**src/hdl/mncv_pkg.sv**
```systemverilog
// Package for the MIDI note to CV/gate voice unit.
// Holds request/result types, command and status codes, table sizing and note math.
// No dependencies.
`default_nettype none

package mncv_pkg;

    localparam int MAX_HELD = 16;
    localparam int CNT_W    = $clog2(MAX_HELD + 1);
    localparam int ADR_W    = (MAX_HELD > 1) ? $clog2(MAX_HELD) : 1;

    localparam logic [6:0] NOTE_C4   = 7'd60;
    localparam logic [6:0] NOTE_EB4  = 7'd63;
    localparam logic [6:0] NOTE_E4   = 7'd64;
    localparam logic [6:0] NOTE_G4   = 7'd67;
    localparam logic [6:0] NOTE_AB4  = 7'd68;
    localparam logic [6:0] NOTE_B4   = 7'd71;
    localparam logic [6:0] NOTE_C5   = 7'd72;
    localparam logic [6:0] NOTE_EB5  = 7'd75;
    localparam logic [7:0] OCTAVE_SHIFT = 8'd12;
    localparam logic [7:0] NOTE_MAX  = 8'd127;

    localparam logic [1:0] CMD_NOTE_ON  = 2'd0;
    localparam logic [1:0] CMD_NOTE_OFF = 2'd1;
    localparam logic [1:0] CMD_TOGGLE   = 2'd2;
    localparam logic [1:0] CMD_CLEAR    = 2'd3;

    localparam logic [2:0] ST_PLAYED   = 3'd0;
    localparam logic [2:0] ST_RELEASED = 3'd1;
    localparam logic [2:0] ST_OFF_KEPT = 3'd2;
    localparam logic [2:0] ST_DUP      = 3'd3;
    localparam logic [2:0] ST_FULL     = 3'd4;
    localparam logic [2:0] ST_NOT_HELD = 3'd5;
    localparam logic [2:0] ST_MODE     = 3'd6;
    localparam logic [2:0] ST_CLEARED  = 3'd7;

    localparam logic [2:0] COL_BLACK  = 3'd0;
    localparam logic [2:0] COL_BLUE   = 3'd1;
    localparam logic [2:0] COL_CYAN   = 3'd2;
    localparam logic [2:0] COL_ORANGE = 3'd3;
    localparam logic [2:0] COL_RED    = 3'd4;

    typedef struct packed {
        logic [1:0] command;
        logic [6:0] note;
        logic [6:0] velocity;
    } t_req;

    typedef struct packed {
        logic [2:0]        status;
        logic              gate_on;
        logic signed [7:0] cv_semitones;
        logic [2:0]        color;
        logic              synth_mode;
        logic [4:0]        notes_held;
    } t_result;

    typedef struct packed {
        logic clear;
        logic idx_clr;
        logic step;
        logic shift;
        logic append;
        logic drop;
    } t_tbl_ctl;

    typedef struct packed {
        logic             hit;
        logic             at_end;
        logic             full;
        logic [CNT_W-1:0] count;
    } t_tbl_stat;

    function automatic logic [2:0] range_color(input logic [6:0] n);
        logic [2:0] c;
        c = COL_BLACK;
        if (n >= NOTE_C4 && n <= NOTE_EB4) begin
            c = COL_BLUE;
        end else if (n >= NOTE_E4 && n <= NOTE_G4) begin
            c = COL_CYAN;
        end else if (n >= NOTE_AB4 && n <= NOTE_B4) begin
            c = COL_ORANGE;
        end else if (n >= NOTE_C5 && n <= NOTE_EB5) begin
            c = COL_RED;
        end
        return c;
    endfunction

    function automatic logic signed [7:0] cv_for(input logic [6:0] n, input logic synth);
        logic [7:0] up;
        logic [7:0] outn;
        up   = {1'b0, n} + OCTAVE_SHIFT;
        outn = {1'b0, n};
        if (synth) begin
            outn = (up > NOTE_MAX) ? NOTE_MAX : up;
        end
        return $signed(outn - {1'b0, NOTE_C4});
    endfunction

endpackage

`default_nettype wire

```
**src/hdl/mncv_table.sv**
```systemverilog
// Held-note table: storage, scan index, fill count and the shared note comparator.
// Searches one entry per cycle and compacts one entry per cycle under sequencer control.
// Depends on mncv_pkg.
`default_nettype none

module mncv_table (
    input  wire                  i_clk,
    input  wire                  i_rst_n,
    input  mncv_pkg::t_tbl_ctl   i_ctl,
    input  wire [6:0]            i_note,
    output mncv_pkg::t_tbl_stat  o_stat
);

    logic [6:0]                 r_mem [mncv_pkg::MAX_HELD];
    logic [mncv_pkg::CNT_W-1:0] r_idx;
    logic [mncv_pkg::CNT_W-1:0] n_idx;
    logic [mncv_pkg::CNT_W-1:0] r_count;
    logic [mncv_pkg::CNT_W-1:0] n_count;
    logic [mncv_pkg::CNT_W-1:0] w_prev;
    logic [6:0]                 w_rd;

    assign w_rd   = r_mem[r_idx[mncv_pkg::ADR_W-1:0]];
    assign w_prev = r_idx - {{(mncv_pkg::CNT_W-1){1'b0}}, 1'b1};

    assign o_stat.hit    = (w_rd == i_note);
    assign o_stat.at_end = (r_idx == r_count);
    assign o_stat.full   = (r_count == mncv_pkg::CNT_W'(mncv_pkg::MAX_HELD));
    assign o_stat.count  = r_count;

    always_comb begin
        n_idx   = r_idx;
        n_count = r_count;
        if (i_ctl.idx_clr) begin
            n_idx = '0;
        end else if (i_ctl.step) begin
            n_idx = r_idx + {{(mncv_pkg::CNT_W-1){1'b0}}, 1'b1};
        end
        if (i_ctl.clear) begin
            n_count = '0;
        end else if (i_ctl.append) begin
            n_count = r_count + {{(mncv_pkg::CNT_W-1){1'b0}}, 1'b1};
        end else if (i_ctl.drop) begin
            n_count = r_count - {{(mncv_pkg::CNT_W-1){1'b0}}, 1'b1};
        end
    end

    always_ff @(posedge i_clk) begin
        if (!i_rst_n) begin
            r_idx   <= '0;
            r_count <= '0;
        end else begin
            r_idx   <= n_idx;
            r_count <= n_count;
        end
    end

    always_ff @(posedge i_clk) begin
        if (i_ctl.append) begin
            r_mem[r_count[mncv_pkg::ADR_W-1:0]] <= i_note;
        end else if (i_ctl.shift) begin
            r_mem[w_prev[mncv_pkg::ADR_W-1:0]] <= w_rd;
        end
    end

endmodule

`default_nettype wire

```
**src/hdl/midi_note_to_cv_gate_voice_unit.sv**
```systemverilog
// Top level of the MIDI note to CV/gate voice: request sequencer and voice registers.
// Drives the held-note table through search and compaction passes.
// Depends on mncv_pkg and mncv_table.
//
//  channel | ports                  | handshake
//  --------+------------------------+---------------------------------------
//  request | start, busy, i_req     | taken at an edge with start high, busy low
//  result  | o_done, o_result       | o_done high one cycle; no back pressure
//
// Toggle and clear go from the request straight to the result state.
// Note-on scans the N notes held at request, then appends; a repeat ends at its hit.
// Note-off scans to the hit, then compacts the entries above it.
// Busy stays high from request until the result cycle ends; requests wait until then.
// Synchronous active-low reset empties the table and clears gate, CV, color and mode.
`default_nettype none

module midi_note_to_cv_gate_voice_unit (
    input  wire                i_clk,
    input  wire                i_rst_n,
    input  wire                start,
    output logic               busy,
    input  mncv_pkg::t_req     i_req,
    output logic               o_done,
    output mncv_pkg::t_result  o_result
);

    typedef enum logic [3:0] {
        S_IDLE   = 4'b0001,
        S_SEARCH = 4'b0010,
        S_SHIFT  = 4'b0100,
        S_OUT    = 4'b1000
    } t_state;

    t_state r_state, n_state;
    logic              r_is_on,   n_is_on;
    logic [6:0]        r_note,    n_note;
    logic [6:0]        r_last,    n_last;
    logic              r_has_last, n_has_last;
    logic [2:0]        r_color,   n_color;
    logic              r_synth,   n_synth;
    logic              r_gate,    n_gate;
    logic signed [7:0] r_cv,      n_cv;
    logic [2:0]        r_status,  n_status;

    logic                 w_accept;
    logic [1:0]           w_cmd;
    mncv_pkg::t_tbl_ctl   w_ctl;
    mncv_pkg::t_tbl_stat  w_stat;

    mncv_table u_table (
        .i_clk   (i_clk),
        .i_rst_n (i_rst_n),
        .i_ctl   (w_ctl),
        .i_note  (r_note),
        .o_stat  (w_stat)
    );

    assign busy     = (r_state != S_IDLE);
    assign w_accept = start && !busy;
    assign w_cmd    = (i_req.command == mncv_pkg::CMD_NOTE_ON && i_req.velocity == 7'd0)
                      ? mncv_pkg::CMD_NOTE_OFF : i_req.command;

    always_comb begin
        n_state    = r_state;
        n_is_on    = r_is_on;
        n_note     = r_note;
        n_last     = r_last;
        n_has_last = r_has_last;
        n_color    = r_color;
        n_synth    = r_synth;
        n_gate     = r_gate;
        n_cv       = r_cv;
        n_status   = r_status;
        w_ctl      = '0;
        case (r_state)
            S_IDLE: begin
                if (w_accept) begin
                    case (w_cmd)
                        mncv_pkg::CMD_NOTE_ON, mncv_pkg::CMD_NOTE_OFF: begin
                            n_is_on     = (w_cmd == mncv_pkg::CMD_NOTE_ON);
                            n_note      = i_req.note;
                            w_ctl.idx_clr = 1'b1;
                            n_state     = S_SEARCH;
                        end
                        mncv_pkg::CMD_TOGGLE: begin
                            n_synth = !r_synth;
                            if (w_stat.count != '0 && r_has_last) begin
                                n_cv   = mncv_pkg::cv_for(r_last, !r_synth);
                                n_gate = 1'b1;
                            end else begin
                                n_gate = 1'b0;
                            end
                            n_status = mncv_pkg::ST_MODE;
                            n_state  = S_OUT;
                        end
                        default: begin
                            w_ctl.clear = 1'b1;
                            n_last      = '0;
                            n_has_last  = 1'b0;
                            n_color     = mncv_pkg::COL_BLACK;
                            n_gate      = 1'b0;
                            n_cv        = '0;
                            n_status    = mncv_pkg::ST_CLEARED;
                            n_state     = S_OUT;
                        end
                    endcase
                end
            end
            S_SEARCH: begin
                if (w_stat.at_end) begin
                    if (!r_is_on) begin
                        n_status = mncv_pkg::ST_NOT_HELD;
                    end else if (w_stat.full) begin
                        n_status = mncv_pkg::ST_FULL;
                    end else begin
                        w_ctl.append = 1'b1;
                        n_last       = r_note;
                        n_has_last   = 1'b1;
                        n_color      = mncv_pkg::range_color(r_note);
                        n_cv         = mncv_pkg::cv_for(r_note, r_synth);
                        n_gate       = 1'b1;
                        n_status     = mncv_pkg::ST_PLAYED;
                    end
                    n_state = S_OUT;
                end else if (w_stat.hit) begin
                    if (r_is_on) begin
                        n_status = mncv_pkg::ST_DUP;
                        n_state  = S_OUT;
                    end else begin
                        w_ctl.step = 1'b1;
                        n_state    = S_SHIFT;
                    end
                end else begin
                    w_ctl.step = 1'b1;
                end
            end
            S_SHIFT: begin
                if (w_stat.at_end) begin
                    w_ctl.drop = 1'b1;
                    if (w_stat.count == {{(mncv_pkg::CNT_W-1){1'b0}}, 1'b1}) begin
                        n_gate   = 1'b0;
                        n_status = mncv_pkg::ST_RELEASED;
                    end else begin
                        n_status = mncv_pkg::ST_OFF_KEPT;
                    end
                    n_state = S_OUT;
                end else begin
                    w_ctl.shift = 1'b1;
                    w_ctl.step  = 1'b1;
                end
            end
            S_OUT: begin
                n_state = S_IDLE;
            end
            default: begin
                n_state = S_IDLE;
            end
        endcase
    end

    always_ff @(posedge i_clk) begin
        if (!i_rst_n) begin
            r_state    <= S_IDLE;
            r_last     <= '0;
            r_has_last <= 1'b0;
            r_color    <= mncv_pkg::COL_BLACK;
            r_synth    <= 1'b0;
            r_gate     <= 1'b0;
            r_cv       <= '0;
            r_status   <= mncv_pkg::ST_PLAYED;
        end else begin
            r_state    <= n_state;
            r_last     <= n_last;
            r_has_last <= n_has_last;
            r_color    <= n_color;
            r_synth    <= n_synth;
            r_gate     <= n_gate;
            r_cv       <= n_cv;
            r_status   <= n_status;
        end
    end

    always_ff @(posedge i_clk) begin
        r_is_on <= n_is_on;
        r_note  <= n_note;
    end

    assign o_done                = (r_state == S_OUT);
    assign o_result.status       = r_status;
    assign o_result.gate_on      = r_gate;
    assign o_result.cv_semitones = r_cv;
    assign o_result.color        = r_gate ? r_color : mncv_pkg::COL_BLACK;
    assign o_result.synth_mode   = r_synth;
    assign o_result.notes_held   = 5'(w_stat.count);

    a_done_pulse: assert property (@(posedge i_clk) disable iff (!i_rst_n)
        o_done |=> !o_done)
        else $error("result strobe held longer than one cycle");

    a_accept_busy: assert property (@(posedge i_clk) disable iff (!i_rst_n)
        w_accept |=> busy)
        else $error("request accepted but sequencer not busy");

    a_count_bound: assert property (@(posedge i_clk) disable iff (!i_rst_n)
        w_stat.count <= mncv_pkg::CNT_W'(mncv_pkg::MAX_HELD))
        else $error("held count beyond table depth");

    a_played_gate: assert property (@(posedge i_clk) disable iff (!i_rst_n)
        (o_done && r_status == mncv_pkg::ST_PLAYED) |-> (r_gate && w_stat.count != '0))
        else $error("played note without gate or table entry");

    a_released_empty: assert property (@(posedge i_clk) disable iff (!i_rst_n)
        (o_done && r_status == mncv_pkg::ST_RELEASED) |-> (!r_gate && w_stat.count == '0))
        else $error("release reported with notes still held");

endmodule

`default_nettype wire

```
**config.mk**
```make
export PLATFORM = sky130hd
export DESIGN_NAME = midi_note_to_cv_gate_voice_unit
export DESIGN_NICKNAME = d
export VERILOG_FILES = /design/src/hdl/mncv_pkg.sv /design/src/hdl/mncv_table.sv /design/src/hdl/midi_note_to_cv_gate_voice_unit.sv
export SDC_FILE = /design/constraint.sdc
export NUM_CORES = 1
export LEC_CHECK = 0
export ABC_CLOCK_PERIOD_IN_PS = 2500
export BUFFER_PORTS_ARGS = -buffer_cell sky130_fd_sc_hd__buf_2
export CAP_MARGIN = 0
export CELL_PAD_IN_SITES_DETAIL_PLACEMENT = 0
export CELL_PAD_IN_SITES_GLOBAL_PLACEMENT = 1
export CORE_UTILIZATION = 45
export DETAILED_ROUTE_END_ITERATION = 12
export PLACE_DENSITY = 0.86
export SYNTH_ARGS = -nofsm -noshare
export SYNTH_HDL_FRONTEND = slang
export SYNTH_SLANG_ARGS = --single-unit
export TNS_END_PERCENT = 20
```
**constraint.sdc**
```tcl
create_clock -name i_clk -period 2.5 [get_ports i_clk]
set_input_delay 0 -clock i_clk [delete_from_list [all_inputs] [get_ports i_clk]]
set_output_delay 0 -clock i_clk [all_outputs]
set_load 0.02 [all_outputs]
```
==> summary.txt <==
Die area -> 0.01781 mm2
Post-DP HPWL -> 13.06 mm
Core area -> 0.01670 mm2
Worst Hold Class -> in -> reg
All-Layer GR Usage -> 22.36%
Antenna viol nets, final -> 0
Drt wl/cell -> 19.01 um
Layout Skew -> 0.01299 ns
Syn_nets -> 683
Leakage power -> 3.375 nW
Post-synth EDFFs -> 120
Reg area -> 0.004454 mm2
Worst EP arrival -> 2.99 ns
Area taken by multi-input logic gates -> 0.003291 mm2
Die Span Y -> 133.5 um
Worst R2R End -> u_table.r_idx[2]$_SDFFE_PP0P_
Status -> complete, but fails checks
# port buffers -> 41
Count of warnings emitted by yosys -> 0
Worst R2R Path Depth -> 10
Top FF cell, synth -> edfxtp_1
TNS Setup -> -1.335 ns
CP Max Fanout -> 5
Hold Crit Depth -> 3
Setup CP Type -> reg -> reg
Tmin final -> 2.641 ns
RD Place Congestion -> 0.8820
Final worst path period share -> 105.6%
HP Start -> i_req[2]
RSZ-0062 raised after global routing -> true
Worst-margin pin slew -> 0.7853 ns
Register bit total from synthesis -> 162
GRT overflow -> 0
Mapped Area -> 0.007776 mm2
Commonest cells after routing, fill and taps aside -> edfxtp_1, buf_4, nand2_1
Clock root buffer -> clkbuf_16
Reg clk slew, reported paths -> 0.07 ns
Worst slack, placed -> -0.1574 ns
Initial Util -> 46.56%
Die W -> 133.5 um
First-pass DRT Iterations -> 5
Residual DRC -> 0
Dpl cells -> 947
CTS tree -> yes
Vias per std cell -> 5.779
Synth async-reset ratio -> 0%
Routed via count -> 5744
Failing checks -> setup timing
Clock tree sinks -> 162
Fmax -> 0.3787 GHz
H-tree lvl count -> 4
Worst skew pair latency -> 0.43 ns
Post-Synthesis Cells -> 651
Core Util, Final -> 57.75%
First-pass GRT wire length -> 29.99 mm
CP Launch Type -> register
Fillers -> 1335
Commonest non-fill, non-tap cell in the layout -> edfxtp_1
Slew headroom -> 47.54%
Power per cell area -> 610.0 mW/mm2
Layout cell share with drive strength beyond 1 -> 28.81%
Wirelength, routed -> 18.89 mm
Post-synthesis sequential area ratio -> 57.15%
Internal reg-to-reg setup slack -> -0.14 ns
Largest net degree at the start of global routing -> 26
Layout area overhead -> 24.04%
CTS Buf Count -> 17
Crit end category -> register
CTS Buffer Depth -> 2
# nets final -> 793
Layout Cells excl Fill -> 994
CP required -> 2.85 ns
Synth cell types -> 72
Number of max-slew violations in the final report -> 0
Vias in the first global route -> 5635
Fin. Hold Viols -> 0
Post-layout worst setup margin -> -0.1408 ns
Site Rows -> 47
Final setup violation count -> 22
Hold Path Sink -> r_is_on$_DFFE_PP_
Initial antenna violation count -> 0
I/O pins -> 42
N_diodes -> 0
Syn_area_per_cell -> 11.95 um2
Pwr Total -> 5.884 mW
Iteration-0 DRC Markers -> 497
VDD IR max -> 0.5282 mV
MaxCap Viol Count -> 0
==> per-stage QoR <==
stage          hold slack (ns)  instance area (um2)
5_1_grt                0.03794                 9646
3_3_place_gp            0.1795                 8753
6_report               0.02823                 9646
2_1_floorplan          0.09887                 7841
4_1_cts               0.009115                 9579
3_5_place_dp            0.1786                 8753
==> repair_timing <==
action / in CTS / in global routing
endpoints found under the hold margin: 16 / 0
setup buffers: 3 / 1
resized for setup: 19 / 15
pin swaps: 9 / 8
endpoints found under the setup margin: 38 / 160
hold buffers: 11 / 0
gates cloned: 1 / 0
==> final cells by class <==
class                      instances  share of cell area [%]
sequential                       162                   46.18
clock inverter                    14                   1.596
clock buffer                      18                   4.449
timing repair buffer             128                   10.30
tap                              220                   2.854
inverter                          13                  0.5059
multi-input combinational        439                   34.12
==> where the power goes <==
part | switching, mW | total [mW] | internal [mW]
combinational | 0.221 | 0.367 | 0.145
clock | 1.10 | 2.58 | 1.48
sequential | 0.0301 | 2.94 | 2.91
total | 1.35 | 5.88 | 4.54
==> per-layer routing <==
layer	vias up	GRT usage (%)	wire length [um]
li1	2691	-	-
met1	2833	29.34	8080
met2	194	35.85	9336
met3	26	6.012	1185
met4	0	7.639	289
met5	-	0	0
==> worst max-delay path, cell delays in order (launching register included) <==
cell     delay [ns]
dfxtp_4        0.37
buf_12         0.12
buf_6          0.11
mux4_2         0.50
mux2i_2        0.21
xor2_1         0.16
mux2i_1        0.12
nor4_4         0.32
a41oi_2        0.22
o21ai_2        0.20
mux2i_1        0.22
==> cell families (layout without fill, tap and decap cells) <==
| group | count (synthesis) | in the layout | share of synthesized area [%] |
|---|---|---|---|
| buf+inv | 50 | 173 | 3.137 |
| fa+ha+maj | 14 | 14 | 2.220 |
| flops | 162 | 162 | 57.15 |
| xor+xnor | 23 | 23 | 2.687 |
| mux | 55 | 55 | 9.718 |
| compound gates | 133 | 133 | 11.58 |
| simple gates | 214 | 214 | 13.50 |
==> state kept, by name, summed over array words and instances (netlist names), named ones only <==
register / cells
r_state: 4
r_gate: 1
r_synth: 1
r_cv: 8
u_table.r_idx: 5
r_status: 3
r_is_on: 1
r_color: 3
r_has_last: 1
u_table.r_count: 5
u_table.r_mem: 112
r_note: 7
r_last: 7
==> worst max path at each step <==
stage,cells after the start,end,from
floorplan,12,r_cv[6]$_SDFFE_PN0P_,r_note[3]$_DFFE_PP_
global placement,9,register,register
detailed placement,10,register,register
CTS,10,register,register
global route,10,register,register
finish,10,u_table.r_idx[2]$_SDFFE_PP0P_,register
==> Yosys cell counts (all sizes together), types with 3 or more instances <==
master | n | area [um2]
o2111ai | 4 | 35.03
a311oi | 5 | 43.79
nand2 | 54 | 202.7
or3 | 8 | 50.05
a41o | 3 | 31.28
a32oi | 6 | 52.55
o211ai | 5 | 42.54
clkbuf | 23 | 86.33
ha | 13 | 162.7
a31oi | 8 | 50.05
a211oi | 5 | 47.54
dfxtp | 42 | 840.8
a22oi | 9 | 67.56
nor4 | 5 | 52.55
nor3b | 3 | 22.52
nor2 | 63 | 236.5
o21ai | 36 | 191.4
edfxtp | 120 | 3603
mux4 | 15 | 337.8
mux2 | 11 | 127.6
xnor2 | 16 | 147.7
nor2b | 8 | 50.05
and3 | 6 | 37.54
nand4 | 4 | 25.02
o22ai | 3 | 18.77
mux2i | 29 | 290.3
a21o | 3 | 22.52
o221ai | 3 | 26.28
and2 | 5 | 31.28
inv | 12 | 45.04
nor3 | 14 | 70.07
buf | 14 | 108.9
nor4b | 4 | 47.55
nand2b | 5 | 31.28
a21oi | 29 | 152.7
nand3 | 28 | 140.1
xor2 | 7 | 61.31
Power figures use the tool's default switching activity.
